==> src/rtl/pressure_temperature_compensation_core_defines.svh <==
// Assertion macros shared by the compensation core RTL.
// Included by the modules that check their own pipeline logic.
`ifndef PRESSURE_TEMPERATURE_COMPENSATION_CORE_DEFINES_SVH
`define PRESSURE_TEMPERATURE_COMPENSATION_CORE_DEFINES_SVH
`ifndef SYNTHESIS
`define PTC_ASSERT_IMP(label, clk, rst, ante, cons, msg) \
   label: assert property (@(posedge clk) disable iff (rst) (ante) |-> (cons)) \
      else $error(msg);
`define PTC_ASSERT_NXT(label, clk, rst, ante, cons, msg) \
   label: assert property (@(posedge clk) disable iff (rst) (ante) |=> (cons)) \
      else $error(msg);
`define PTC_ASSERT_NEVER(label, clk, rst, cond, msg) \
   label: assert property (@(posedge clk) disable iff (rst) !(cond)) \
      else $error(msg);
`else
`define PTC_ASSERT_IMP(label, clk, rst, ante, cons, msg)
`define PTC_ASSERT_NXT(label, clk, rst, ante, cons, msg)
`define PTC_ASSERT_NEVER(label, clk, rst, cond, msg)
`endif
`endif

==> src/rtl/ptc_pkg.sv <==
// Types and constants of the pressure/temperature compensation core.
// No dependencies.
package ptc_pkg;

   localparam int RAW_WIDTH          = 20;
   localparam int ADC_BITS_DEFAULT   = 20;
   localparam int CSR_INDEX_WIDTH    = 3;
   localparam int CSR_DATA_WIDTH     = 32;
   localparam int CAL_COUNT          = 6;
   localparam int FIFO_DEPTH_DEFAULT = 4;
   localparam int DIV_N              = 64;
   localparam int DIV_D              = 31;

   localparam logic [CSR_INDEX_WIDTH-1:0] CSR_CAL_T1_T2 = 3'd0;
   localparam logic [CSR_INDEX_WIDTH-1:0] CSR_CAL_T3_P1 = 3'd1;
   localparam logic [CSR_INDEX_WIDTH-1:0] CSR_CAL_P2_P3 = 3'd2;
   localparam logic [CSR_INDEX_WIDTH-1:0] CSR_CAL_P4_P5 = 3'd3;
   localparam logic [CSR_INDEX_WIDTH-1:0] CSR_CAL_P6_P7 = 3'd4;
   localparam logic [CSR_INDEX_WIDTH-1:0] CSR_CAL_P8_P9 = 3'd5;

   localparam logic signed [31:0] TEMP_ROUND          = 32'sd128;
   localparam logic signed [33:0] FINE_OFFSET         = 34'sd128000;
   localparam logic [63:0]        P1_BIAS             = 64'h0000_8000_0000_0000;
   localparam logic [20:0]        PRESSURE_FULL_SCALE = 21'd1048576;
   localparam logic [11:0]        PRESSURE_SCALE      = 12'd3125;

   typedef struct packed {
      logic [15:0]        t1;
      logic signed [15:0] t2;
      logic signed [15:0] t3;
      logic [15:0]        p1;
      logic signed [15:0] p2;
      logic signed [15:0] p3;
      logic signed [15:0] p4;
      logic signed [15:0] p5;
      logic signed [15:0] p6;
      logic signed [15:0] p7;
      logic signed [15:0] p8;
      logic signed [15:0] p9;
   } cal_type;

   typedef struct packed {
      logic signed [31:0]   temp;
      logic signed [31:0]   t_fine;
      logic [RAW_WIDTH-1:0] adc_p;
   } fe_item_type;

   typedef struct packed {
      logic full;
      logic empty;
   } q_status_type;

   typedef struct packed {
      logic signed [31:0] temp;
      logic               zero;
      logic               neg;
   } div_tag_type;

endpackage

==> src/rtl/ptc_front.sv <==
// Front part: accepts raw readings, works out fine and centi-degree temperature.
// Depends on ptc_pkg; feeds ptc_fifo.
module ptc_front import ptc_pkg::*; #(
   parameter int ADC_BITS = ADC_BITS_DEFAULT
) (
   input  logic                 clock,
   input  logic                 reset,
   input  logic                 req_valid,
   output logic                 req_stall,
   input  logic [RAW_WIDTH-1:0] req_raw_temperature,
   input  logic [RAW_WIDTH-1:0] req_raw_pressure,
   input  cal_type              cal,
   input  q_status_type         q_status,
   output logic                 q_push,
   output fe_item_type          q_push_data
);

   localparam int FE_STAGES = 4;
   localparam logic [RAW_WIDTH-1:0] ADC_KEEP =
      RAW_WIDTH'(~((1 << (RAW_WIDTH - ADC_BITS)) - 1));

   logic [FE_STAGES-1:0] vld_ff;
   logic                 advance;
   logic [RAW_WIDTH-1:0] adc_t_ff;
   logic [RAW_WIDTH-1:0] adc_p_ff [FE_STAGES];

   logic signed [17:0] diff_a;
   logic signed [16:0] diff_b;
   logic signed [33:0] prod_a, prod_b;
   logic signed [47:0] prod_c;
   logic signed [31:0] v1_in, bb_in, v2, t_fine_in, temp_in;
   logic signed [31:0] v1_ff, bb_ff, t_fine_ff, t_fine3_ff, temp_ff;

   assign advance   = !vld_ff[FE_STAGES-1] || !q_status.full;
   assign req_stall = !advance;
   assign q_push    = vld_ff[FE_STAGES-1] && !q_status.full;
   assign q_push_data = '{temp: temp_ff, t_fine: t_fine3_ff, adc_p: adc_p_ff[FE_STAGES-1]};

   always_comb begin
      diff_a    = $signed({1'b0, adc_t_ff[RAW_WIDTH-1:3]}) - $signed({1'b0, cal.t1, 1'b0});
      diff_b    = $signed({1'b0, adc_t_ff[RAW_WIDTH-1:4]}) - $signed({1'b0, cal.t1});
      prod_a    = diff_a * $signed(cal.t2);
      prod_b    = diff_b * diff_b;
      v1_in     = $signed(prod_a[31:0]) >>> 11;
      bb_in     = $signed(prod_b[31:0]) >>> 12;
      prod_c    = bb_ff * $signed(cal.t3);
      v2        = $signed(prod_c[31:0]) >>> 14;
      t_fine_in = v1_ff + v2;
      temp_in   = ((t_fine_ff <<< 2) + t_fine_ff + TEMP_ROUND) >>> 8;
   end

   always_ff @(posedge clock) begin
      if (reset) begin
         vld_ff <= '0;
      end else if (advance) begin
         vld_ff <= {vld_ff[FE_STAGES-2:0], req_valid};
      end
   end

   always_ff @(posedge clock) begin
      if (advance) begin
         adc_t_ff    <= req_raw_temperature & ADC_KEEP;
         adc_p_ff[0] <= req_raw_pressure & ADC_KEEP;
         for (int i = 1; i < FE_STAGES; i++) begin
            adc_p_ff[i] <= adc_p_ff[i-1];
         end
         v1_ff      <= v1_in;
         bb_ff      <= bb_in;
         t_fine_ff  <= t_fine_in;
         t_fine3_ff <= t_fine_ff;
         temp_ff    <= temp_in;
      end
   end

endmodule

==> config.mk <==
export PLATFORM = sky130hd
export DESIGN_NAME = ptc_front
export DESIGN_NICKNAME = d
export VERILOG_FILES = /design/src/rtl/pressure_temperature_compensation_core_defines.svh /design/src/rtl/ptc_pkg.sv /design/src/rtl/ptc_front.sv
export SDC_FILE = /design/constraint.sdc
export NUM_CORES = 2
export LEC_CHECK = 0
export BUFFER_PORTS_ARGS = -buffer_cell sky130_fd_sc_hd__buf_2
export CAP_MARGIN = 10
export CORE_MARGIN = 8
export CORE_UTILIZATION = 30
export DETAILED_ROUTE_END_ITERATION = 8
export HOLD_SLACK_MARGIN = 0.15
export PLACE_DENSITY = 0.48
export SYNTH_ARGS = -nofsm -noshare
export SYNTH_HDL_FRONTEND = slang
export SYNTH_SLANG_ARGS = --single-unit
export TNS_END_PERCENT = 50
==> constraint.sdc <==
create_clock -name clock -period 18.23 [get_ports clock]
set_clock_uncertainty 0.1 [all_clocks]
set_input_delay 0.9115 -clock clock [delete_from_list [all_inputs] [get_ports clock]]
set_output_delay 0.9115 -clock clock [all_outputs]
set_load 0.005 [all_outputs]
Word level (Yosys, flattened, before mapping):

Memories as Yosys holds them, arrays and structs flattened.
Index checks and enable logic that the tools add are counted.

* bits in registers: 153
* output and inout bits: 86
* input port bits: 237
* memories: 1
* bits in writable memories: 80
* logic and storage cells: 23

* multipliers: 3
* reductions and logical operators: 5
* mux-type cells: 2
* add/subtract/negate cells: 5

Memory list
* adc_p_ff: depth 4, width 20, rd ports 4, clocked after Yosys merged registers in 0, wr ports 4, RTL line ptc_front.sv:25 `logic [RAW_WIDTH-1:0] adc_p_ff [FE_STAGES];`

Operators by type and width (count)
* adder 32 bit: 1
* adder 32 x 9 -> 32 bit (second input constant): 1
* multiplier 17 x 17 -> 32 bit: 1
* multiplier 18 x 16 -> 32 bit: 1
* multiplier 20 x 16 -> 32 bit: 1
* adder 21 x 18 -> 22 bit: 1
* subtractor 17 x 17 -> 18 bit: 1
* subtractor 16 x 16 -> 17 bit: 1
* zero test 1 bit: 3
* 2-to-1 mux 1 bit: 2
* logical AND 1 bit: 1
* logical OR 1 bit: 1

Depth between registers and ports, before layout:

* word-level depth: 4
* gate-level depth with buffers: 34
* gate-level depth less buffers: 33

Worst setup path before layout:

No wires, ideal clock.

* path kind: input to register
* start: input cal[181] (netlist name)
* end: register bb_ff[15] (data pin)
* required time: 17864 ps
* buffers on the path: 2
* library setup time: 266 ps
* setup slack: 9746 ps
* cell stages on the path: 32
* arrival time: 8118 ps
* cell sequence: inv_1 ha_1 or2_2 o31ai_1 a21oi_1 a41o_1 o21a_1 a21o_1 a21o_1 xor2_1 buf_2 buf_2 nand2_1 fa_1 inv_1 fa_1 inv_1 fa_1 inv_1 fa_1 fa_1 fa_1 ha_1 o21a_1 nor2_1 inv_1 a211oi_1 a211oi_1 o21a_2 o21ai_1 o221ai_1 xor2_1

* word-level cells in the longest chain between the ends: 2

RTL lines
* from (decl): RTL line ptc_front.sv:12 `input cal_type cal,`
* subtractor 16 x 16 -> 17 bit: RTL line ptc_front.sv:41 `diff_b = $signed({1'b0, adc_t_ff[RAW_WIDTH-1:4]}) - $signed({1'b0, cal.t1});`
* multiplier 17 x 17 -> 32 bit: RTL line ptc_front.sv:43 `prod_b = diff_b * diff_b;`
* via prod_b[27]: RTL line ptc_front.sv:29 `logic signed [33:0] prod_a, prod_b;`
* to (signal assigned): RTL line ptc_front.sv:68 `bb_ff <= bb_in;`
* to (decl): RTL line ptc_front.sv:32 `logic signed [31:0] v1_ff, bb_ff, t_fine_ff, t_fine3_ff, temp_ff;`

The timed path passes the listed nets, and every way through them passes these cells.
A chain may end at the register's enable or synchronous reset.

Worst setup path in the final report:

* start: input cal[176] (netlist name)
* end: register v1_ff[20] (netlist name)

* word-level cells in the longest chain between the ends: 2

RTL lines
* subtractor 17 x 17 -> 18 bit: RTL line ptc_front.sv:40 `diff_a = $signed({1'b0, adc_t_ff[RAW_WIDTH-1:3]}) - $signed({1'b0, cal.t1, 1'b0});`
* multiplier 18 x 16 -> 32 bit: RTL line ptc_front.sv:42 `prod_a = diff_a * $signed(cal.t2);`
* via prod_a[31]: RTL line ptc_front.sv:29

The timed path passes the listed nets, and every way through them passes these cells.

==> impl_metrics.tcl <==
set metrics [dict create \
    io_buffers 174 \
    layout-drive-gt1-share_pct 7.470 \
    startpoint_type "input pin" \
    syn-num-nets 5204 \
    antennaDiodeCount 0 \
    grt_pass1_vias 27567 \
    cp_slowest_cell "nor4_1" \
    dp_hpwl_mm 76.29 \
    path_clk_slew_ns 0.06 \
    gp_congestion 0.8064 \
    wl_per_cell_um 17.26 \
    grt_pass1_wl_mm 157.7 \
    drt_pass1_iterations 5 \
    grt_max_degree 67 \
    nNetsFinal 5301 \
    die_area_mm2 0.1399 \
    fill_cells 13115 \
    synthTopCellsByArea "fa_1, edfxtp_1, ha_1, inv_1, nand2_1" \
    r2r_slack_ns 8.26 \
    clockBufferDepth 3 \
    fmax_mhz 99.26 \
    ys_ff_latch 210 \
    grt_overflow_total 0 \
    finalHoldViolCount 0 \
    final_area_mm2 0.04193 \
    numCtsBuffers 24 \
    clock_latency_ns 0.59 \
    whs_ns 0.3137 \
    yosysMostFrequentCell "inv_1" \
    post-route-min-period_ns 10.07 \
    final_core_util_pct 32.93 \
    ys_dominant_reg_cell "edfxtp_1" \
    setup_violations 0 \
    place_area_mm2 0.04112 \
    postCtsSetupRepairBufs 0 \
    synth_common_cells "inv_1, fa_1, nand2_1" \
    die_width_um 374.0 \
    clock_sinks 210 \
    synth_edf_count 206 \
    crit_fanout 35 \
    ys_warn_count 0 \
    cts-root-buf "clkbuf_16" \
    final.period_utilization_pct 55.26 \
    worst_pin_slew_ns 0.9632 \
    ctsResizeCount 0 \
    final_antenna_net_count 0 \
    synth_cell_type_count 73 \
    syn_area_mm2 0.03846 \
    htreeDepth 1 \
    hp-class "reg -> reg" \
    synth.avg_cell_area_um2 10.03 \
    cts_tree "yes" \
    grt_usage_pct 14.07 \
    core_mm2 0.1274 \
    vias 24998 \
    cts_hold_buf 0 \
    crit_type "in -> reg" \
    cp-end-kind "register" \
    arrival_ns 10.29 \
    async_flop_share_pct 0 \
    start_util_pct 30.20 \
    dieHeight_um 374.0 \
    max_stage_delay_ns 0.72 \
    antenna_found_initial 1 \
    ys_seq_area_share_pct 16.29 \
    syn_to_final_growth_pct 9.031 \
    yosys.area.top_type "fa_1" \
    critical_path.most_common_cell "fa_1" \
    worstPathRequired_ns 18.44 \
    initialDrtViolationCount 1079 \
    synthCells 3835 \
    row_count 131 \
    rsz0062_at_grt "no" \
    maxCapViolCount 0 \
    setup_tns_ns 0 \
    status "finished, final reports clean" \
    routed_wirelength_mm 96.84 \
    post_drt_via_cell_ratio 4.455 \
    slew_viol_final 0 \
    drc 0 \
    netlist.area_leader.share_pct 42.63 \
    relSlewSlack_pct 35.79 \
    io_pins 323 \
]
-- per-stage QoR --
stage,cells,setup WS [ns]
floorplan,3835,9.746
global placement,5568,7.472
detailed placement,5568,7.474
CTS,5611,8.107
global route,5611,7.493
finish,5611,8.155
-- worst paths after layout --
path,from,cells after the start,to
hold / removal,adc_p_ff[1][10]$_DFFE_PN_,0,adc_p_ff[2][10]$_DFFE_PN_
hold reg to reg,adc_p_ff[1][10]$_DFFE_PN_,0,adc_p_ff[2][10]$_DFFE_PN_
setup / recovery,cal[176],33,v1_ff[20]$_DFFE_PN_
setup reg to reg,adc_t_ff[4]$_DFFE_PN_,33,v1_ff[20]$_DFFE_PN_
-- kinds of logic after synthesis --
group           Yosys count  synth area share, %
fa+ha+maj              1132                52.81
buf+inv                1124                11.21
simple gates            994                12.10
compound gates          228                4.109
flops                   210                16.29
xor+xnor                147                3.475
-- registers in the layout, indices dropped and copies added, names as in the netlist --
| register | count |
|---|---|
| t_fine_ff | 22 |
| v1_ff | 21 |
| vld_ff | 4 |
| bb_ff | 20 |
| temp_ff | 24 |
| t_fine3_ff | 22 |
| adc_t_ff | 17 |
| adc_p_ff | 80 |
-- cell usage in the layout, fill, tap and decap left out, types with 5 or more instances in the layout --
master | Yosys | final
inv_1 | 976 | 976
o21ai_0 | 35 | 35
xnor2_2 | 4 | 7
fa_1 | 819 | 819
xor2_1 | 34 | 32
buf_2 | 16 | 174
xnor2_1 | 108 | 104
nand2_1 | 455 | 454
nor3_1 | 31 | 31
edfxtp_1 | 206 | 206
a211oi_1 | 10 | 10
a21oi_1 | 62 | 61
nor2_1 | 161 | 161
ha_1 | 313 | 313
a21o_1 | 18 | 18
clkbuf_16 | 0 | 24
o21a_1 | 23 | 23
and2_1 | 222 | 222
clkinv_1 | 6 | 10
or2_2 | 6 | 6
inv_2 | 6 | 6
o31ai_1 | 7 | 7
nand2b_1 | 25 | 25
nor2b_1 | 28 | 28
nand4_1 | 5 | 5
o211ai_1 | 6 | 6
a31oi_1 | 10 | 10
buf_4 | 19 | 33
or3_1 | 9 | 9
nand3_1 | 18 | 18
o22ai_1 | 5 | 5
and3_1 | 17 | 17
-- per-layer routing --
layer	routed length (um)	track usage, %
met1	45530	19.39
met2	46680	24.40
met3	2713	1.114
met4	1915	2.670
met5	0	0
-- worst max-delay path: cells and delay by family --
family	cells	cell delay, ns
adder cells (fa/ha/maj)	9	4.02
AO/OA/AOI/OAI	11	2.65
AND/OR/NAND/NOR	3	1.24
buffers and inverters	8	1.13
XOR/XNOR	2	0.30
-- layout make-up --
cell class / instances / area, um^2 / area share, %
inverters: 988 / 3709 / 8.844
clock buffers: 26 / 608.1 / 1.450
flip-flops and latches: 210 / 6266 / 14.94
multi-input cells: 2501 / 27950 / 66.66
repair buffers: 207 / 1119 / 2.668
well taps: 1662 / 2079 / 4.959
clock inverters: 17 / 201.4 / 0.4804
Power is left out: the tool's default activity adds up to more than one toggle a clock period on the data nets, which glitch-free logic cannot reach.
