==> config.mk <==
export PLATFORM = sky130hd
export DESIGN_NAME = ptc_fifo
export DESIGN_NICKNAME = d
export VERILOG_FILES = /design/src/rtl/ptc_pkg.sv /design/src/rtl/ptc_fifo.sv
export VERILOG_INCLUDE_DIRS = /design/src /design/src/rtl
export SDC_FILE = /design/constraint.sdc
export NUM_CORES = 1
export LEC_CHECK = 0
export BUFFER_PORTS_ARGS = -buffer_cell sky130_fd_sc_hd__buf_2
export CORE_MARGIN = 3
export CORE_UTILIZATION = 51
export CTS_CLUSTER_DIAMETER = 150
export DETAILED_ROUTE_END_ITERATION = 6
export GPL_ROUTABILITY_DRIVEN = 0
export PLACE_DENSITY = 0.71
export SYNTH_ARGS = -nofsm -noshare
export SYNTH_HDL_FRONTEND = slang
export SYNTH_SLANG_ARGS = --single-unit
export TNS_END_PERCENT = 10
==> constraint.sdc <==
create_clock -name clock -period 3 [get_ports clock]
set_input_delay 0.3 -clock clock [delete_from_list [all_inputs] [get_ports clock]]
set_output_delay 0.3 -clock clock [all_outputs]
set_load 0.02 [all_outputs]
==> src/rtl/pressure_temperature_compensation_core_defines.svh <==
// Assertion macros shared by the compensation core RTL.
// Included by the modules that check their own pipeline logic.
`ifndef PRESSURE_TEMPERATURE_COMPENSATION_CORE_DEFINES_SVH
`define PRESSURE_TEMPERATURE_COMPENSATION_CORE_DEFINES_SVH
`ifndef SYNTHESIS
`define PTC_ASSERT_IMP(label, clk, rst, ante, cons, msg) \
   label: assert property (@(posedge clk) disable iff (rst) (ante) |-> (cons)) \
      else $error(msg);
`define PTC_ASSERT_NXT(label, clk, rst, ante, cons, msg) \
   label: assert property (@(posedge clk) disable iff (rst) (ante) |=> (cons)) \
      else $error(msg);
`define PTC_ASSERT_NEVER(label, clk, rst, cond, msg) \
   label: assert property (@(posedge clk) disable iff (rst) !(cond)) \
      else $error(msg);
`else
`define PTC_ASSERT_IMP(label, clk, rst, ante, cons, msg)
`define PTC_ASSERT_NXT(label, clk, rst, ante, cons, msg)
`define PTC_ASSERT_NEVER(label, clk, rst, cond, msg)
`endif
`endif

==> src/rtl/ptc_pkg.sv <==
// Types and constants of the pressure/temperature compensation core.
// No dependencies.
package ptc_pkg;

   localparam int RAW_WIDTH          = 20;
   localparam int ADC_BITS_DEFAULT   = 20;
   localparam int CSR_INDEX_WIDTH    = 3;
   localparam int CSR_DATA_WIDTH     = 32;
   localparam int CAL_COUNT          = 6;
   localparam int FIFO_DEPTH_DEFAULT = 4;
   localparam int DIV_N              = 64;
   localparam int DIV_D              = 31;

   localparam logic [CSR_INDEX_WIDTH-1:0] CSR_CAL_T1_T2 = 3'd0;
   localparam logic [CSR_INDEX_WIDTH-1:0] CSR_CAL_T3_P1 = 3'd1;
   localparam logic [CSR_INDEX_WIDTH-1:0] CSR_CAL_P2_P3 = 3'd2;
   localparam logic [CSR_INDEX_WIDTH-1:0] CSR_CAL_P4_P5 = 3'd3;
   localparam logic [CSR_INDEX_WIDTH-1:0] CSR_CAL_P6_P7 = 3'd4;
   localparam logic [CSR_INDEX_WIDTH-1:0] CSR_CAL_P8_P9 = 3'd5;

   localparam logic signed [31:0] TEMP_ROUND          = 32'sd128;
   localparam logic signed [33:0] FINE_OFFSET         = 34'sd128000;
   localparam logic [63:0]        P1_BIAS             = 64'h0000_8000_0000_0000;
   localparam logic [20:0]        PRESSURE_FULL_SCALE = 21'd1048576;
   localparam logic [11:0]        PRESSURE_SCALE      = 12'd3125;

   typedef struct packed {
      logic [15:0]        t1;
      logic signed [15:0] t2;
      logic signed [15:0] t3;
      logic [15:0]        p1;
      logic signed [15:0] p2;
      logic signed [15:0] p3;
      logic signed [15:0] p4;
      logic signed [15:0] p5;
      logic signed [15:0] p6;
      logic signed [15:0] p7;
      logic signed [15:0] p8;
      logic signed [15:0] p9;
   } cal_type;

   typedef struct packed {
      logic signed [31:0]   temp;
      logic signed [31:0]   t_fine;
      logic [RAW_WIDTH-1:0] adc_p;
   } fe_item_type;

   typedef struct packed {
      logic full;
      logic empty;
   } q_status_type;

   typedef struct packed {
      logic signed [31:0] temp;
      logic               zero;
      logic               neg;
   } div_tag_type;

endpackage

==> src/rtl/ptc_fifo.sv <==
// Transaction queue between the front and back parts of the core.
// Depends on ptc_pkg.
`include "pressure_temperature_compensation_core_defines.svh"
module ptc_fifo import ptc_pkg::*; #(
   parameter int DEPTH = FIFO_DEPTH_DEFAULT
) (
   input  logic         clock,
   input  logic         reset,
   input  logic         push,
   input  fe_item_type  push_data,
   input  logic         pop,
   output fe_item_type  pop_data,
   output q_status_type status
);

   localparam int PTR_W = $clog2(DEPTH);
   localparam int CNT_W = $clog2(DEPTH + 1);
   localparam logic [PTR_W-1:0] LAST = PTR_W'(DEPTH - 1);
   localparam logic [CNT_W-1:0] FULL_CNT = CNT_W'(DEPTH);

   fe_item_type      entry_ff [DEPTH];
   logic [PTR_W-1:0] wr_ptr_ff, rd_ptr_ff;
   logic [CNT_W-1:0] count_ff;

   assign status.full  = (count_ff == FULL_CNT);
   assign status.empty = (count_ff == '0);
   assign pop_data     = entry_ff[rd_ptr_ff];

   always_ff @(posedge clock) begin
      if (reset) begin
         wr_ptr_ff <= '0;
         rd_ptr_ff <= '0;
         count_ff  <= '0;
      end else begin
         if (push) begin
            wr_ptr_ff <= (wr_ptr_ff == LAST) ? '0 : wr_ptr_ff + 1'b1;
         end
         if (pop) begin
            rd_ptr_ff <= (rd_ptr_ff == LAST) ? '0 : rd_ptr_ff + 1'b1;
         end
         if (push && !pop) begin
            count_ff <= count_ff + 1'b1;
         end else if (pop && !push) begin
            count_ff <= count_ff - 1'b1;
         end
      end
   end

   always_ff @(posedge clock) begin
      if (push) begin
         entry_ff[wr_ptr_ff] <= push_data;
      end
   end

   `PTC_ASSERT_NEVER(a_no_overflow, clock, reset, push && status.full, "queue overflow")
   `PTC_ASSERT_NEVER(a_no_underflow, clock, reset, pop && status.empty, "queue underflow")
   `PTC_ASSERT_NXT(a_count_up, clock, reset, push && !pop, count_ff == $past(count_ff) + 1'b1, "queue count slip")

endmodule

== Word level (Yosys, flattened, before mapping) ==
Memory sizes are Yosys's and may differ from the RTL's. A register that Yosys moved wholly into a read port is not among the register bits.
Cells that the tools add are included.
Cells by class
  $add $sub $neg: 4
  multipliers: 0
  divide/modulo/power cells: 0
  $lt $le $gt $ge: 0
  eq/ne operators: 3
  shift-type cells: 0
  multiplexer cells: 8
  bitwise operators: 0
  reduce and logical (&&, ||, !) cells: 6
Operators by type and width (count)
  2-bit 2-to-1 mux: 4
  3-bit 2-to-1 mux: 2
  2-bit by 1-bit adder with 2-bit output (second input constant): 2
  2-bit == test (second input constant): 2
  3-bit by 1-bit adder with 3-bit output (second input constant): 1
  3-bit == test (second input constant): 1
  3-bit logical NOT: 1
  3-bit by 1-bit subtractor with 3-bit output (second input constant): 1
  1-bit logical AND: 2
  1-bit logical NOT: 2
  1-bit 2-to-1 mux: 2
  2-bit nonzero test: 1
Word-level totals
  register bits: 7
  latch bits: 0
  bits in writable memories: 336
  bits in read-only memories: 0
  bits of input ports: 88
  word-level logic and storage cells: 25
  memories kept: 1
Memory list
  entry_ff: depth 4, bits a word 84, rd ports 1, clocked after memory_dff 1, write ports 1, RTL line ptc_fifo.sv:21  | fe_item_type entry_ff [DEPTH];

== Depth between registers and ports, before layout ==
Gate-level depths: netlist (run 1).
  depth after elaboration: 4
  gate-level depth with buffers: 7

== Worst setup path after synthesis (run 1) ==
OpenSTA, ideal clock, no wires.
  kind: register to register
  start: register wr_ptr_ff[0]
  end: memory entry_ff[3][0] (netlist bit), enable pin
  arrival: 2.500 ns
  slack: 0.049 ns
  cell stages (with the launch flop): 3
  period minus slack after synthesis: 2.951 ns
  path through: dfxtp_1 > ha_1 > and2_1
RTL lines
  start, declared: RTL line ptc_fifo.sv:22  | logic [PTR_W-1:0] wr_ptr_ff, rd_ptr_ff;
  start signal, assigned: RTL line ptc_fifo.sv:36  | wr_ptr_ff <= (wr_ptr_ff == LAST) ? '0 : wr_ptr_ff + 1'b1;
  end, declared: RTL line ptc_fifo.sv:21
No word-level cell before the write port.

==> reports/results.txt, run 1 <==
The number of synthesized register bits came out at 345. The signal on the critical path passes through buf_4 > mux4_2 > buf_2. The logs give 8 for the number of antenna violations at the first check in global routing and 0 for the number of max-slew violations in the final report. CTS saw 345 sinks.

Of the available clock period, the critical path in the final layout requires 85.6%. Measured along the x axis, the die boundary spans 163 um. Summed over all layers, the global routing overflow is 0. The worst min-delay path startpoint was push_data[1].

The number of cells on the worst reg-to-reg path is 3, and the total iterations of the first detailed-routing run is 4. The setup-violating endpoint count in the final report is 0, and the proportion of synthesized flip-flops having asynchronous set or reset is 0%. The run gives 6278 as the number of global-route vias before repair. The die covers 26500 um2. The tools report the number of library cell types mapped by synthesis as 19. The DRC violation count after routing was 0.

After clock tree synthesis, the clock-pin slew on the worst setup and hold paths is 0.06 ns. The gate family responsible for the most delay along the worst path is flip-flops. The routed layout has 5732 vias. Vertical extent of the die: 163 um. Ranked by total cell area, the synthesized netlist is headed by edfxtp_1 80%, mux4_2 15%, dfxtp_1 1.4%.

Gates resized during post-CTS repair numbered 0. The post-route netlist has 44.8% of its cells at a drive strength greater than 1. In the layout the commonest cells are 336 x edfxtp_1, 173 x buf_2, 84 x mux4_2, 37 x clkbuf_16. For the largest net degree at the start of global routing, the log shows 69. The detail route stage leaves a number of antenna-violating nets equal to 0. The flow ran to the end, and the final reports show no timing, DRC or antenna violations.

Max-cap violations in this run came to 0. In this run the critical register-to-register path is launched from wr_ptr_ff[0]. Of the synthesized area, sequential elements account for 81.8%.

The worst setup path is launched from a register. Measured against its own limit, the worst slew margin works out to 59.4%. Timing-limited maximum frequency: 389 MHz. The instance count along the most critical hold path came out at 1.

The wire length of the first global-routing pass is 36200 um. Setup repair after global routing left no endpoint under its margin. The mean post-synth cell area is 26.1 um2, and the maximum fanout count along the critical path is 23.

The data arrival at the endpoint of the critical path is 2.27 ns, and the total design power is 0.0106 W. In this run the deepest clock path goes through 3 buffers. The top cell type's share of synthesized area came out at 80.3%. The final layout contains 788 nets. The total core area was 23800 um2; the summed area of non-filler cells in the final layout was 15000 um2. The detailed router finished its first iteration with 421 violations. After routing, the total negative slack on setup checks comes to 0 ns.

The run gives 0.432 ns as the final setup slack of the worst path. The synthesized netlist occupies a cell area of 12600 um2. The total of buffers placed on input and output ports is 173, and the largest stage delay on the critical path is 0.68 ns. Counting flops with a built-in enable in the synthesized netlist gives 336. Summed over all cells, the static leakage comes to 5.08 nW.

The logs give 577 for the number of nets produced by synthesis and 0.625 mV for the maximum ir drop on the vdd rail. For the sum of net half-perimeters after detailed placement, the log shows 14400 um. Summing all flip-flop and latch instances after layout gives 10300 um2. In the routed layout, each cell is associated on average with a via count of 5.53. The largest individual stage delay along the critical path comes from the cell dfxtp_4. TritonCTS built the clock tree. Subtracting the final worst setup slack from the clock period gives 2.57 ns. The worst reg-to-reg setup slack came out at 1.15 ns.

The number of clock buffers added by TritonCTS is 35. The endpoint identified for the worst register-to-register timing path is entry_ff[3][19]. The required time of the critical path was 2.70 ns; the initial core utilization was 52.7%.

The H-tree generated during clock tree synthesis spans 2 levels. The clock reaches the later pin of the worst-skew pair after 0.49 ns. The synthesized design spends more area on one cell type than any other, namely edfxtp_1.

The worst setup path is of the register to output pin kind. The post-detailed-route wirelength per cell is 22.4 um, and the final count of hold timing violations is 0. In this run the worst hold path is classified as input port to register. Row generation in the floorplan step produced 56 rows. 174 I/O pins were placed.

For this run, the total global-route usage over all layers was measured as 18.0%. Counting every instance in the synthesized netlist gives 482. The worst setup skew after layout was 0.0109 ns. Among all flip-flop cells after synthesis, the most frequent one is edfxtp_1. The layout filler cell count is 1660, and the hold-fix buffer count after cts is 6.

Buffers plus inverters on the worst setup path: 2. The transition at the pin with the smallest max-transition slack works out to 0.608 ns. The root cell of the clock tree is clkbuf_16. The worst setup slack before clock tree synthesis was 0.858 ns. Relative to the synthesized area, the layout overhead comes to 19.5%.

The library cell used most frequently in the layout, excluding fill and tap cells, is edfxtp_1. The count of yosys warnings during synthesis was 0; the power per unit of standard cell area was 704 nW/um2. For this block, the routed nets add up to 23200 um of wire. STA classifies the critical path endpoint as an output pin. Summing all multi-input logic gate instances after layout gives 2150 um2. The path with the worst hold slack has its endpoint at entry_ff[3][1].

The placed instance area was 13900 um2; the number of buffers inserted to repair setup after CTS was 0.
[cells by family (layout without fill, tap and decap cells)]
group	after synthesis	in the layout	share of synthesized area (%)
AO/OA/AOI/OAI	3	3	0.120
XOR/XNOR	2	2	0.140
adder cells (fa/ha/maj)	7	7	0.757
buffers and inverters	22	256	1.21
flip-flops	345	345	81.8
multiplexers	88	88	15.4
other	0	2	0
AND/OR/NAND/NOR	15	15	0.618
[cells in the mapped netlist (4+ instances only)]
cell type	count
mux4_2	84
edfxtp_1	336
inv_1	4
and2_1	4
buf_2	7
buf_6	7
mux2i_1	4
nor2_1	7
ha_1	6
dfxtp_1	9
[stage by stage]
stage	hold WS, ns	cells	util [%]
3_5_place_dp	0.495	968	58.3
6_report	0.0227	1037	63.0
4_1_cts	0.000774	1034	62.9
2_1_floorplan	0.369	482	-
3_3_place_gp	0.478	968	58.3
5_1_grt	0.00343	1036	63.0
[worst register-to-register path, stage by stage, from the launching register on]
cell     delay, ns
dfxtp_1       0.41
ha_1          0.19
and2_4        0.53
buf_4         0.40
[worst max-delay path by stage]
stage                 startpoint        endpoint  cells past startpoint
global placement        register    pop_data[46]                      3
floorplan           wr_ptr_ff[0]  entry_ff[3][0]                      2
global route            register    pop_data[46]                      3
CTS                     register    pop_data[23]                      3
finish                  register    pop_data[15]                      3
detailed placement      register    pop_data[23]                      3
[area by class of cell]
class	count	area share (%)
antenna	2	0.0333
multi-input combinational	115	14.3
clock inverter	16	0.667
tap	319	2.66
clock buffer	44	6.34
inverter	4	0.100
timing repair buffer	192	7.42
sequential	345	68.5
[power by group]
part | internal [W] | total, W | switching (W) | leakage (nW)
registers | 0.00552 | 0.00560 | 0.0000779 | 3.16
logic | 0.000418 | 0.00101 | 0.000595 | 1.40
clock network | 0.00233 | 0.00395 | 0.00162 | 0.521
[sequential cells by signal (all words and copies together) (netlist names), named ones only]
name / cells
rd_ptr_ff: 2
count_ff: 3
wr_ptr_ff: 2
entry_ff: 336
[metal layers]
metal,GRT usage (%),vias to the layer above,part of all wire (%)
met4,4.88,14,1.9
met1,24.1,2971,40
li1,-,2500,-
met2,29.5,195,50
met5,0,-,0.37
met3,4.96,52,7.6
(Power assumes the default switching activity.)
==> run 2: changes to the inputs <==
--- a/config.mk
+++ b/config.mk
@@ -7,12 +7,14 @@
 export NUM_CORES = 1
 export LEC_CHECK = 0
 export BUFFER_PORTS_ARGS = -buffer_cell sky130_fd_sc_hd__buf_2
+export CORE_ASPECT_RATIO = 1.4
 export CORE_MARGIN = 3
-export CORE_UTILIZATION = 51
+export CORE_UTILIZATION = 49
 export CTS_CLUSTER_DIAMETER = 150
+export CTS_CLUSTER_SIZE = 24
 export DETAILED_ROUTE_END_ITERATION = 6
 export GPL_ROUTABILITY_DRIVEN = 0
-export PLACE_DENSITY = 0.71
+export PLACE_DENSITY = 0.68
 export SYNTH_ARGS = -nofsm -noshare
 export SYNTH_HDL_FRONTEND = slang
 export SYNTH_SLANG_ARGS = --single-unit
==> reports/results.txt, run 2 (synthesis gave the netlist of run 1 again) <==
The tools report the post-detailed-routing wire length as 23200 um (about the same). The tools report the initial core utilization as 50.4% (was 52.7%). List of cells traversed by the critical path: buf_4 > mux4_2 > buf_2 (unchanged). The wire length of the first global-routing pass is 36100 um (was 36200 um). The share of the clock period used by the worst path after layout works out to 79.9% (was 85.6%). The final count of hold timing violations was 0 (unchanged); the number of flip-flops under the largest register name was 336 (unchanged). The flow ran to the end, and the final reports show no timing, DRC or antenna violations.

The tools report the total global routing track utilization as 17.0% (was 18.0%). The number of max-cap violations was 0 (unchanged). The clock sink total was 345 (unchanged).

The required time of the critical path was 2.70 ns (about the same). Worst min-delay path startpoint: push_data[76] (was push_data[1]). The instance count along the most critical hold path was 1 (unchanged); the die area was 27600 um2 (was 26500 um2). Most frequent cells in the layout: 336 x edfxtp_1, 173 x buf_2, 84 x mux4_2, 36 x dlygate4sd3_1, 19 x clkbuf_16 (was 336 x edfxtp_1, 173 x buf_2, 84 x mux4_2, 37 x clkbuf_16).

The maximum fanout count along the critical path works out to 26 (was 23). The sum of negative setup slack came out at 0 ns (unchanged). The x dimension of the die was 141 um (was 163 um).

Vertical extent of the die: 195 um (was 163 um). The tools report the root cell of the clock tree as clkbuf_16 (unchanged). The total of buffers placed on input and output ports is 173 (unchanged). The buffer levels on the longest clock path is 3 (unchanged), and the largest net degree at the start of global routing is 53 (was 69). For the final worst hold slack, the log shows 0.0173 ns (was 0.0227 ns). TritonCTS built the clock tree. The number of cell rows came out at 68 (was 56).

The number of primary I/O pins came out at 174 (unchanged). The tools report the sort of element at the end of the critical path as an output pin (unchanged). Register with the most flip-flops: entry_ff (unchanged). The tools report the worst reg-to-reg setup slack as 1.15 ns (about the same).

The start-to-end type of the worst setup path is register to output pin (unchanged). Regs by FF count: entry_ff: 336 flops, count_ff: 3 flops (unchanged). The sum of net half-perimeters after detailed placement is 14700 um (was 14400 um). Share of final-layout standard cells stronger than drive strength 1: 41.5% (was 44.8%). The run gives 1 (was 2) as the number of levels the H-tree was split into. Minimum clock period: 2.40 ns (was 2.57 ns). The first-iteration detailed-routing DRC count is 322 (was 421), and the maximum ir drop on the vdd rail is 0.578 mV (was 0.625 mV). For the reported leakage power, the log shows 4.93 nW (was 5.08 nW). The power per unit of standard cell area was 621 nW/um2 (was 704 nW/um2); the remaining global-route overflow was 0 (unchanged).

The worst min-delay path category was input port to register (unchanged). The tools report the worst setup skew after layout as 0.0280 ns (was 0.0109 ns). Setup repair after global routing left no endpoint under its margin. Post-detailed-route wirelength per cell: 22.6 um (was 22.4 um). The tools report the reg-to-reg critical path startpoint as wr_ptr_ff[0] (unchanged). The number of global-route vias before repair was 6294 (was 6278); the DRC violation count after routing was 0 (unchanged).

The tools report the worst-case hold path end point as entry_ff[0][76] (was entry_ff[3][1]). Number of antenna violations at the first check in global routing: 2 (was 8). The run gives 2.10 ns (was 2.27 ns) as the data arrival at the endpoint of the critical path. Most common cell after layout, fill and taps aside: edfxtp_1 (unchanged).

The count of nets left with antenna violations after detail routing was 0 (unchanged); the clock latency at the later pin of the worst-skew pair was 0.51 ns (was 0.49 ns). The tools report the category of the worst setup path launch point as a register (unchanged). The vias per cell works out to 5.50 (was 5.53). The clock buffer count from CTS was 18 (was 35); the total iterations of the first detailed-routing run was 4 (unchanged). The largest stage delay on the critical path was 0.62 ns (was 0.68 ns); the area growth from synthesis to layout was 17.5% (was 19.5%).

Cell at the slowest stage of the critical path: dfxtp_4 (unchanged). The core utilization of the finished layout was 59.2% (was 63.0%). The total core area came out at 24900 um2 (was 23800 um2). Endpoint of the worst register-to-register path: entry_ff[3][79] (was entry_ff[3][19]). The transition at the pin with the smallest max-transition slack was 0.483 ns (was 0.608 ns).

Clock transition at the registers of the reported paths: 0.08 ns (was 0.06 ns). The number of cells on the worst reg-to-reg path was 3 (unchanged). The timing-limited maximum frequency came out at 417 MHz (was 389 MHz). The logs give 67.8% (was 59.4%) for the relative max-transition margin and 800 (was 788) for the number of nets at the end of the flow. For the setup-violating endpoint count in the final report, the log shows 0 (unchanged).

For the total via count after detailed routing, the log shows 5638 (was 5732). Number of max-slew violations in the final report: 0 (unchanged).
==> run 2: worst max path at each step <==
| stage | startpoint | end | slack [ns] | cells past startpoint |
|---|---|---|---|---|
| 6_report | register | pop_data[75] | 0.60 | 3 |
| 3_5_place_dp | register | pop_data[64] | 1.09 | 3 |
| 4_1_cts | register | pop_data[64] | 0.55 | 3 |
| 3_3_place_gp | register | pop_data[76] | 1.14 | 3 |
| 5_1_grt | register | pop_data[20] | 0.49 | 3 |
| 2_1_floorplan | wr_ptr_ff[0] | entry_ff[3][0] | 0.05 | 2 |
==> run 2: power breakdown <==
group | internal (W) | total, W | switching, W | leakage (nW)
combinational | 0.000442 | 0.00105 | 0.000608 | 1.52
clock | 0.00117 | 0.00254 | 0.00137 | 0.247
sequential | 0.00551 | 0.00558 | 0.0000661 | 3.16
==> run 2: critical path: cells and delay by family (launching register included) <==
kind     cells  cell delay [ns]
mux          1             0.38
flops        1             0.62
buf+inv      2             0.59
==> run 2: layer usage <==
| layer | up-vias | routed length (um) | part of all wire (%) | global-route usage, % |
|---|---|---|---|---|
| met5 | - | 14 | 0.060 | 0 |
| met4 | 2 | 406 | 1.8 | 3.73 |
| met3 | 34 | 1250 | 5.4 | 3.60 |
| met2 | 144 | 13000 | 56 | 31.3 |
| met1 | 2959 | 8530 | 37 | 20.5 |
| li1 | 2499 | - | - | - |
==> run 2: what timing repair did <==
item	CTS	global route
gates resized for setup	0	0
buffers inserted	0	0
hold endpoints to repair	100	17
hold buffers	29	7
==> run 2: metrics by stage <==
stage	std cells	instance area (um2)	worst slack, ns	total power (W)
finish	1026	14800	0.603	0.00917
CTS	1018	14700	0.551	0.00927
global placement	964	13900	1.14	0.00669
floorplan	482	12600	0.0487	0.00632
global route	1026	14800	0.491	0.00953
detailed placement	964	13900	1.09	0.00673
==> run 2: area by class of cell <==
cell class / count / area [um2]
clock buffer: 24 / 494
tap: 315 / 394
inverter: 4 / 15.0
fill: 1803 / 10200
multi-input combinational: 115 / 2150
clock inverter: 1 / 16.3
sequential: 345 / 10300
antenna: 1 / 2.50
timing repair buffer: 221 / 1400
